$ cat config.mk
export PLATFORM = sky130hd
export DESIGN_NAME = mrb_ctrl
export DESIGN_NICKNAME = d
export VERILOG_FILES = /design/src/mrb_pkg.sv /design/src/mrb_ctrl.sv
export SDC_FILE = /design/constraint.sdc
export NUM_CORES = 1
export LEC_CHECK = 0
export BUFFER_PORTS_ARGS = -buffer_cell sky130_fd_sc_hd__buf_2
export CAP_MARGIN = 0
export CORE_AREA = 2 2 39 41
export DETAILED_ROUTE_END_ITERATION = 6
export DIE_AREA = 0 0 41 43
export SLEW_MARGIN = 0
export SYNTH_ARGS = -nofsm -noshare
export SYNTH_HDL_FRONTEND = slang
export SYNTH_SLANG_ARGS = --single-unit
$ cat constraint.sdc
create_clock -name clock -period 1.15 [get_ports clock]
set_input_delay 0.115 -clock clock [delete_from_list [all_inputs] [get_ports clock]]
set_output_delay 0.115 -clock clock [all_outputs]
set_load 0.01 [all_outputs]
$ cat src/mrb_pkg.sv
// Shared constants, codes and control types for the multi ring buffer block.
// Used by every file under src except mrb_ram; depends on nothing.
package mrb_pkg;

   localparam int MAX_BUFFERS = 4;
   localparam int MAX_DEPTH   = 64;
   localparam int ALPHABET    = 256;

   // field widths fixed by the interface
   localparam int BN_W       = 8;
   localparam int BYTE_W     = 8;
   localparam int STATUS_W   = 2;
   localparam int FILL_W     = 7;
   localparam int COUNT_W    = 16;
   localparam int IN_USE_W   = 3;
   localparam int CAP_W      = 7;
   localparam int CSR_IDX_W  = 3;
   localparam int CSR_DATA_W = 7;

   localparam int NUM_CAP_REGS = 4;
   localparam int CAP_RESET    = 64;

   localparam int BUF_W     = (MAX_BUFFERS > 1) ? $clog2(MAX_BUFFERS) : 1;
   localparam int PTR_W     = (MAX_DEPTH > 1) ? $clog2(MAX_DEPTH) : 1;
   localparam int SYM_W     = $clog2(ALPHABET);
   localparam int RING_AW   = BUF_W + PTR_W;
   localparam int HIST_AW   = BUF_W + SYM_W;
   localparam int RING_SIZE = 1 << RING_AW;
   localparam int HIST_SIZE = 1 << HIST_AW;

   typedef enum logic [STATUS_W-1:0] {
      ST_STORED  = 2'd0,
      ST_NO_BUF  = 2'd1,
      ST_BAD_NUM = 2'd2
   } status_type;

   typedef enum logic [CSR_IDX_W-1:0] {
      CSR_BUFFERS_IN_USE = 3'd0,
      CSR_CAP_A          = 3'd1,
      CSR_CAP_B          = 3'd2,
      CSR_CAP_C          = 3'd3,
      CSR_CAP_D          = 3'd4
   } csr_idx_type;

   typedef enum logic [2:0] {
      S_CLEAR,
      S_IDLE,
      S_LOOKUP,
      S_UPDATE,
      S_EMIT
   } fsm_state_type;

   typedef struct packed {
      logic latch;     // capture request payload
      logic lookup;    // memory reads in flight, error result staged
      logic update;    // memory writes, pointer and fill update
      logic clear;     // histogram clearing pass step
      logic load_out;  // staged result into output register
   } ctrl_cmd_type;

   typedef struct packed {
      logic err;
      logic clear_last;
   } dp_status_type;

endpackage

$ cat src/mrb_ctrl.sv
// Sequencer for the multi ring buffer: clearing pass, item steps, output handshake.
// Depends on mrb_pkg.
module mrb_ctrl (
   input  logic                   clock,
   input  logic                   reset,
   input  logic                   req_valid,
   output logic                   req_ready,
   output logic                   rsp_valid,
   input  logic                   rsp_ready,
   input  mrb_pkg::dp_status_type sts,
   output mrb_pkg::ctrl_cmd_type  cmd
);

   mrb_pkg::fsm_state_type state_ff, state_in;
   logic rsp_valid_ff, rsp_valid_in;

   always_ff @(posedge clock) begin
      if (reset) begin
         state_ff     <= mrb_pkg::S_CLEAR;
         rsp_valid_ff <= 1'b0;
      end else begin
         state_ff     <= state_in;
         rsp_valid_ff <= rsp_valid_in;
      end
   end

   always_comb begin
      state_in     = state_ff;
      rsp_valid_in = rsp_valid_ff;
      cmd          = '0;
      req_ready    = 1'b0;
      if (rsp_valid_ff && rsp_ready) begin
         rsp_valid_in = 1'b0;
      end
      case (state_ff)
         mrb_pkg::S_CLEAR: begin
            cmd.clear = 1'b1;
            if (sts.clear_last) begin
               state_in = mrb_pkg::S_IDLE;
            end
         end
         mrb_pkg::S_IDLE: begin
            req_ready = 1'b1;
            if (req_valid) begin
               cmd.latch = 1'b1;
               state_in  = mrb_pkg::S_LOOKUP;
            end
         end
         mrb_pkg::S_LOOKUP: begin
            cmd.lookup = 1'b1;
            state_in   = sts.err ? mrb_pkg::S_EMIT : mrb_pkg::S_UPDATE;
         end
         mrb_pkg::S_UPDATE: begin
            cmd.update = 1'b1;
            state_in   = mrb_pkg::S_EMIT;
         end
         mrb_pkg::S_EMIT: begin
            // output register free, or being emptied this cycle
            if (!rsp_valid_ff || rsp_ready) begin
               cmd.load_out = 1'b1;
               rsp_valid_in = 1'b1;
               state_in     = mrb_pkg::S_IDLE;
            end
         end
         default: begin
            state_in = mrb_pkg::S_IDLE;
         end
      endcase
   end

   assign rsp_valid = rsp_valid_ff;

endmodule

# Word level (Yosys, flattened, before mapping)
# Index checks and enable logic that the tools add are counted.
totals:
  wordCells: 30
  inputBits: 6
  out_inout_bits: 7
  regBits: 4
  mem_count: 0
  romBits: 0
  ram_bits: 0
  latchBits: 0
op_classes:
  shifts: 0
  muxes: 16
  n_mul: 0
  n_bitwise: 0
  div_mod_pow: 0
  order_cmp: 0
  add_sub_neg: 0
  n_eq_ne: 7
  reduce_logical: 5
ops:
  columns: ["cell", "count"]
  rows:
  - ["$pmux W3 S5", 1]
  - ["$mux W3", 4]
  - ["$mux W1", 11]
  - ["$eq A3 B2 Y1 const B", 2]
  - ["$ne A2 B2 Y1 const B", 3]
  - ["$eq A3 B1 Y1 const B", 1]
  - ["$eq A3 B3 Y1 const B", 1]
  - ["$logic_not A3 Y1", 1]
  - ["$reduce_and A3 Y1", 1]
  - ["$logic_and A1 B1 Y1", 1]
  - ["$logic_not A1 Y1", 1]
  - ["$logic_or A1 B1 Y1", 1]

# Longest topological paths before layout
# Gate-level depths: netlist (run 1).
logic_depth:
  ltp_word: 4
  mapped_depth: 4
  mapped_depth_nobuf: 3

# Least setup slack after synthesis (run 1)
# No wires, ideal clock.
synth_path:
  path_kind: "register to output"
  start: "reg state_ff[0]"
  end: "out cmd[4] in the netlist's numbering"
  stages_incl_launch_ff: 4
  t_arrival_ps: 1036
  n_path_buf: 1
  slack_ps: -1
  required_ps: 1035
  path_cell_list: "dfxtp_1 > buf_2 > nor3b_1 > and2_1"
synth_rtl:
  columns: ["element", "line_no", "source"]
  rows:
  - ["start, declared", "mrb_ctrl.sv:14", "mrb_pkg::fsm_state_type state_ff, state_in;"]
  - ["start signal, assigned", "mrb_ctrl.sv:19", "state_ff <= mrb_pkg::S_CLEAR;"]
  - ["start signal, assigned", "mrb_ctrl.sv:22", "state_ff <= state_in;"]
  - ["end, declared", "mrb_ctrl.sv:11", "output mrb_pkg::ctrl_cmd_type cmd"]

==> results of run 1 <==
==> worst max path at each step <==
stage | start | to | slack [ns] | cells past startpoint
3_5_place_dp | state_ff[2] | cmd[0] | 0.09 | 3
5_1_grt | state_ff[2] | cmd[0] | -0.18 | 3
6_report | state_ff[1] | cmd[0] | -0.12 | 3
4_1_cts | state_ff[1] | cmd[0] | -0.13 | 3
2_1_floorplan | state_ff[2] | cmd[0] | 0.03 | 3
3_3_place_gp | state_ff[2] | cmd[0] | 0.10 | 3
==> cells in the mapped netlist <==
library cell	count	area, sq um
nor3_1	2	10.0
nor2_1	3	11.3
a21oi_1	2	10.0
nand2b_1	1	6.26
and2_1	1	6.26
nand3_1	1	5.00
o211ai_1	1	7.51
or3b_4	1	11.3
buf_2	1	5.00
nand2_1	2	7.51
nor2b_1	1	6.26
inv_1	1	3.75
o32a_1	1	10.0
buf_6	1	11.3
dfxtp_1	4	80.1
nor3b_1	2	15.0
a211oi_1	2	15.0
==> worst register-to-register path, delay by kind of cell, from the launching register on <==
family | cells | cell delay [ns]
buf+inv | 1 | 0.15
compound gates | 1 | 0.14
simple gates | 2 | 0.47
flops | 1 | 0.30
==> cell type report <==
type / instances / area, sq um / share of cell area (%)
well taps: 16 / 20.0 / 5.41
repair buffers: 16 / 93.8 / 25.3
multi-input cells: 20 / 148 / 39.9
flip-flops and latches: 4 / 82.6 / 22.3
clock buffers: 3 / 22.5 / 6.08
inverters: 1 / 3.75 / 1.01
==> state kept, by name, indices dropped and copies added (netlist names) <==
register / cells
rsp_valid: 1
state_ff: 3
==> metal layers <==
| metal | share of wire (%) | wire [microns] |
|---|---|---|
| met5 | 0 | 0 |
| met2 | 57 | 308 |
| met3 | 3.5 | 19 |
| met4 | 1.7 | 9 |
| met1 | 38 | 206 |
==> per-stage QoR <==
step | TNS (ns) | utilization, %
floorplan | 0 | -
global placement | 0 | 22.6
detailed placement | 0 | 22.6
CTS | -0.307 | 25.6
global route | -0.651 | 26.8
finish | -0.324 | 26.8
==> cell families after synthesis <==
family	synth area share (%)
AO/OA/AOI/OAI	19.2
buffers and inverters	9.04
AND/OR/NAND/NOR	35.6
flip-flops	36.2
==> power by group <==
group | switching [uW] | internal (uW)
combinational | 46.7 | 51.0
clock | 56.3 | 117
sequential | 4.11 | 148
total | 107 | 315
==> timing repair <==
action	in CTS	in global routing
setup endpoints to repair	4	8
buffers inserted	1	0
gates resized for setup	5	4
==> impl_metrics.json, run 1 <==
{
  "synth_cells": 27,
  "gr-usage-met1_pct": 5.13,
  "path_buf_inv": 1,
  "gp_congestion": 0.778,
  "grtUsageTotal_pct": 7.62,
  "status": "finished, violations left",
  "cp_top_family": "simple AND/OR/NAND/NOR gates",
  "max_stage_delay_ns": 0.39,
  "r2r-end": "state_ff[2]",
  "slew_headroom_pct": 88.2,
  "cts_tree": "done",
  "io_buffers": 12,
  "clk_latency_ns": 0.23,
  "leakage_uw": 0.000161,
  "grt_pass1_wl_microns": 821,
  "hold_class": "input pin to flop",
  "final_layout_size_suffix_gt1_share_pct": 63.6,
  "antenna_found_initial": 0,
  "fin_crit_ns": 1.27,
  "peakVddDrop_mv": 0.524,
  "finalClockSkew_ns": 0.000807,
  "grt_max_degree": 9,
  "cp.required_ns": 1.03,
  "htreeDepth": 1,
  "slowest_stage": "or3b_4",
  "final_cell_count_no_fill": 60,
  "yosysSeqAreaShare_pct": 36.2,
  "dpl_cell_area_sq_um": 313,
  "power_uw": 422,
  "top_usage_layer": "met2",
  "nNetsFinal": 52,
  "vias_per_cell": 4.28,
  "rsz0062_at_grt": "true",
  "start_util_pct": 16.0,
  "worstHoldStart": "reset",
  "firstDrtPassIters": 4,
  "placed_cells": 56,
  "final_cell_mix": "12 x buf_2, 3 x clkbuf_4, 3 x buf_4",
  "coreArea_sq_mm": 0.00138,
  "setup_viol": 4,
  "area_growth_syn_to_layout_pct": 67.2,
  "core.rowCount": 14,
  "avgSynthCellArea_sq_um": 8.20,
  "finalCritPeriodShare_pct": 110,
  "finalHoldViolCount": 0,
  "cts.sinks": 4,
  "dieWidth_microns": 41,
  "whs_path_depth": 2,
  "drtIter0Drc": 3,
  "cts_root_buf": "clkbuf_4",
  "synth_seq_cells": 4,
  "n_antenna_cell": 0,
  "io_pins": 13,
  "ys_types": 17,
  "cp_cell_sequence": "or3b_4 > nor2b_1 > buf_2",
  "reg2reg_depth": 4,
  "worst-path-max-fanout": 2,
  "violations": "setup timing",
  "start_kind": "flop",
  "drt-total-wl_microns": 543,
  "slew_violations": 0,
  "hold_path_end": "state_ff[2]",
  "rrSetupSlack_ns": 0.02,
  "drc": 0,
  "fill_cells": 144,
  "clk_pin_slew_ns": 0.04,
  "syn_area_sq_um": 221,
  "die_area_sq_mm": 0.00176,
  "r2r_start": "state_ff[1]",
  "cap_violations": 0,
  "cts_hold_buf": 0,
  "cts-buffers-inserted": 3,
  "max_freq_mhz": 789,
  "final_common_cell": "buf_2",
  "worst_pin_slew_ns": 0.177,
  "setup_ws_ns": -0.118,
  "die_h_microns": 43,
  "first_global_vias": 257,
  "hold_ws_ns": 0.0882,
  "dp_hpwl_microns": 424,
  "met3_usage_pct": 6.28,
  "endpoint_kind": "output pin",
  "wl_per_cell_microns": 9.05,
  "final_cell_area_sq_um": 370,
  "overflow": 0,
  "powerDensity_mw_per_mm2": 1140,
  "place_ws_ns": 0.0920,
  "drtAntennaViolNets": 0,
  "arrival_ns": 1.15,
  "syn-num-nets": 33,
  "vias": 257,
  "cts_buffer_depth": 2,
  "path_class": "flop to output pin",
  "yosysWarningCount": 0,
  "grt_use_met2_pct": 11.6
}
No activity file was read; power rests on OpenSTA's default activity.
==> inputs of run 2 (changes only) <==
==> constraint.sdc (replaced) <==
create_clock -name clock -period 1.31 [get_ports clock]
set_input_delay 0.131 -clock clock [delete_from_list [all_inputs] [get_ports clock]]
set_output_delay 0.131 -clock clock [all_outputs]
set_load 0.01 [all_outputs]
==> run 2 against run 1 <==
The run still ends with setup timing left. Worst setup slack better by 0.099 ns. Worst hold slack improved by 0.0081 ns. Clock skew is 0.0066 ns higher. Die area is the same. Largest power group unchanged. Clock power down 12%. Clock-buffer cell count unchanged. Register-to-register slack improved by 0.13 ns. Combinational power is 28% lower. Sequential share of layout area increased by 2.3 points. Critical path depth stayed put. Sequential power down 11%. Power down 15%.
==> impl_metrics.json, run 2 (synthesized netlist as in run 1, its figures left out) <==
{
  "area_growth_syn_to_layout_pct": 55.9,
  "vias_per_cell": 4.20,
  "leakage_uw": 0.000154,
  "power_uw": 359,
  "whs_path_depth": 2,
  "n_antenna_cell": 0,
  "io_pins": 13,
  "cp_cell_sequence": "or3b_4 > nor2b_1 > buf_2",
  "dp_hpwl_microns": 406,
  "arrival_ns": 1.20,
  "cts.sinks": 4,
  "drtIter0Drc": 0,
  "setup_viol": 1,
  "setup_ws_ns": -0.0193,
  "cp_num_cells": 3,
  "largest_reg_flops": 3,
  "swShare_pct": 25.4,
  "die_area_sq_mm": 0.00176,
  "fin_crit_ns": 1.33,
  "nNetsFinal": 51,
  "max_freq_mhz": 752,
  "combPwrFrac_pct": 19.7,
  "top_layer_used": "met3",
  "final_cell_mix": "12 x buf_2, 3 x nor2_1, 3 x clkbuf_4, 3 x buf_4",
  "rsz0062_at_grt": "true",
  "cts_root_buf": "clkbuf_4",
  "grtUsageTotal_pct": 7.63,
  "cts_tree": "done",
  "cap_violations": 0,
  "seqPwrFrac_pct": 37.8,
  "powerDensity_mw_per_mm2": 1040,
  "grt_max_degree": 8,
  "wl_met2_microns": 295,
  "cts_buffer_depth": 2,
  "overflow": 0,
  "status": "finished, violations left",
  "core.rowCount": 14,
  "path_buf_inv": 1,
  "slew_headroom_pct": 86.4,
  "violations": "setup timing",
  "final_common_cell": "buf_2",
  "cts-buffers-inserted": 3,
  "rrSetupSlack_ns": 0.15,
  "finalSetupTns_ns": -0.0193,
  "coreArea_sq_mm": 0.00138,
  "finalCritPeriodShare_pct": 101,
  "hold_path_end": "state_ff[1]",
  "p_switching_uw": 91.1,
  "io_buffers": 12,
  "final_layout_size_suffix_gt1_share_pct": 53.5,
  "wl_met3_microns": 14,
  "hold_class": "input pin to flop",
  "slowest_stage": "or3b_4",
  "dieWidth_microns": 41,
  "cp.required_ns": 1.18,
  "clk_latency_ns": 0.23,
  "slew_violations": 0,
  "vias": 248,
  "reg2reg_depth": 4,
  "first_global_vias": 236,
  "worstHoldStart": "reset",
  "antenna_found_initial": 0,
  "max_stage_delay_ns": 0.39,
  "clk_pin_slew_ns": 0.04,
  "gp_congestion": 0.630,
  "finalHoldViolCount": 0,
  "p_int_uw": 268,
  "peakVddDrop_mv": 0.321,
  "worst_pin_slew_ns": 0.203,
  "drtAntennaViolNets": 0,
  "start_util_pct": 16.0,
  "r2r_start": "state_ff[0]",
  "firstDrtPassIters": 1,
  "endpoint_kind": "output pin",
  "worst-path-max-fanout": 4,
  "pwr-share-clk_pct": 42.6,
  "start_kind": "flop",
  "wl_met1_microns": 200,
  "cp_top_family": "simple AND/OR/NAND/NOR gates",
  "grt_pass1_wl_microns": 828,
  "final_util_pct": 25.0,
  "die_h_microns": 43,
  "drc": 0,
  "regMostFlops": "state_ff",
  "fill_cells": 158,
  "r2r-end": "state_ff[2]",
  "wl_per_cell_microns": 8.64,
  "finalClockSkew_ns": 0.00740,
  "cts_hold_buf": 0,
  "drt-total-wl_microns": 510,
  "htreeDepth": 1,
  "path_class": "flop to output pin"
}
==> run 2: cell count changes in the layout (fill, tap and decap cells not counted) <==
cell,change
inv_1,+1
nor3b_4,-1
nor3_2,-1
dfxtp_2,-1
nor2_2,-2
nor3b_2,+1
dfxtp_4,+1
buf_6,-1
nor3_1,+1
inv_2,-1
nor2_1,+2
==> run 2: metal layers <==
metal / vias up / track usage, %
met5: - / 0
met4: 0 / 8.00
met3: 0 / 4.71
met2: 2 / 11.3
met1: 118 / 6.11
li1: 128 / -
==> run 2: layout make-up <==
cell class / instances / area (sq um) / share of cell area (%)
Sequential cell: 4 / 85.1 / 24.6
Clock buffer: 3 / 22.5 / 6.52
Multi-Input combinational cell: 20 / 131 / 38.0
Timing Repair Buffer: 15 / 82.6 / 23.9
Inverter: 1 / 3.75 / 1.09
Tap cell: 16 / 20.0 / 5.80
==> run 2: worst max path at each step <==
stage | start | endpoint | slack, ns
finish | state_ff[0] | cmd[0] | -0.02
global route | state_ff[0] | cmd[0] | -0.06
CTS | state_ff[0] | cmd[0] | -0.03
detailed placement | state_ff[0] | cmd[0] | 0.17
global placement | state_ff[0] | cmd[4] | 0.16
floorplan | state_ff[0] | cmd[4] | 0.14
==> run 2: power by group through the flow <==
stage	Sequential (uW)	Combinational (uW)	Clock, uW
after floorplan	133	42.1	0
after global placement	140	59.9	0
after detailed placement	140	59.8	0
after CTS	136	70.5	160
after global routing	136	76.2	168
final	136	70.6	153
==> run 2: repair_timing <==
action,in CTS,in global routing
endpoints found under the setup margin,2,2
resized for setup,4,1
pin swaps,1,0
setup buffers,2,0
==> run 2: per-stage QoR <==
| stage | std cells | worst slack [ns] | instance area [sq um] | hold WS (ns) |
|---|---|---|---|---|
| detailed placement | 54 | 0.168 | 293 | 0.352 |
| floorplan | 27 | 0.143 | 221 | 0.200 |
| global route | 59 | -0.0642 | 345 | 0.108 |
| finish | 59 | -0.0193 | 345 | 0.0963 |
| global placement | 54 | 0.159 | 293 | 0.350 |
| CTS | 59 | -0.0308 | 340 | 0.0946 |
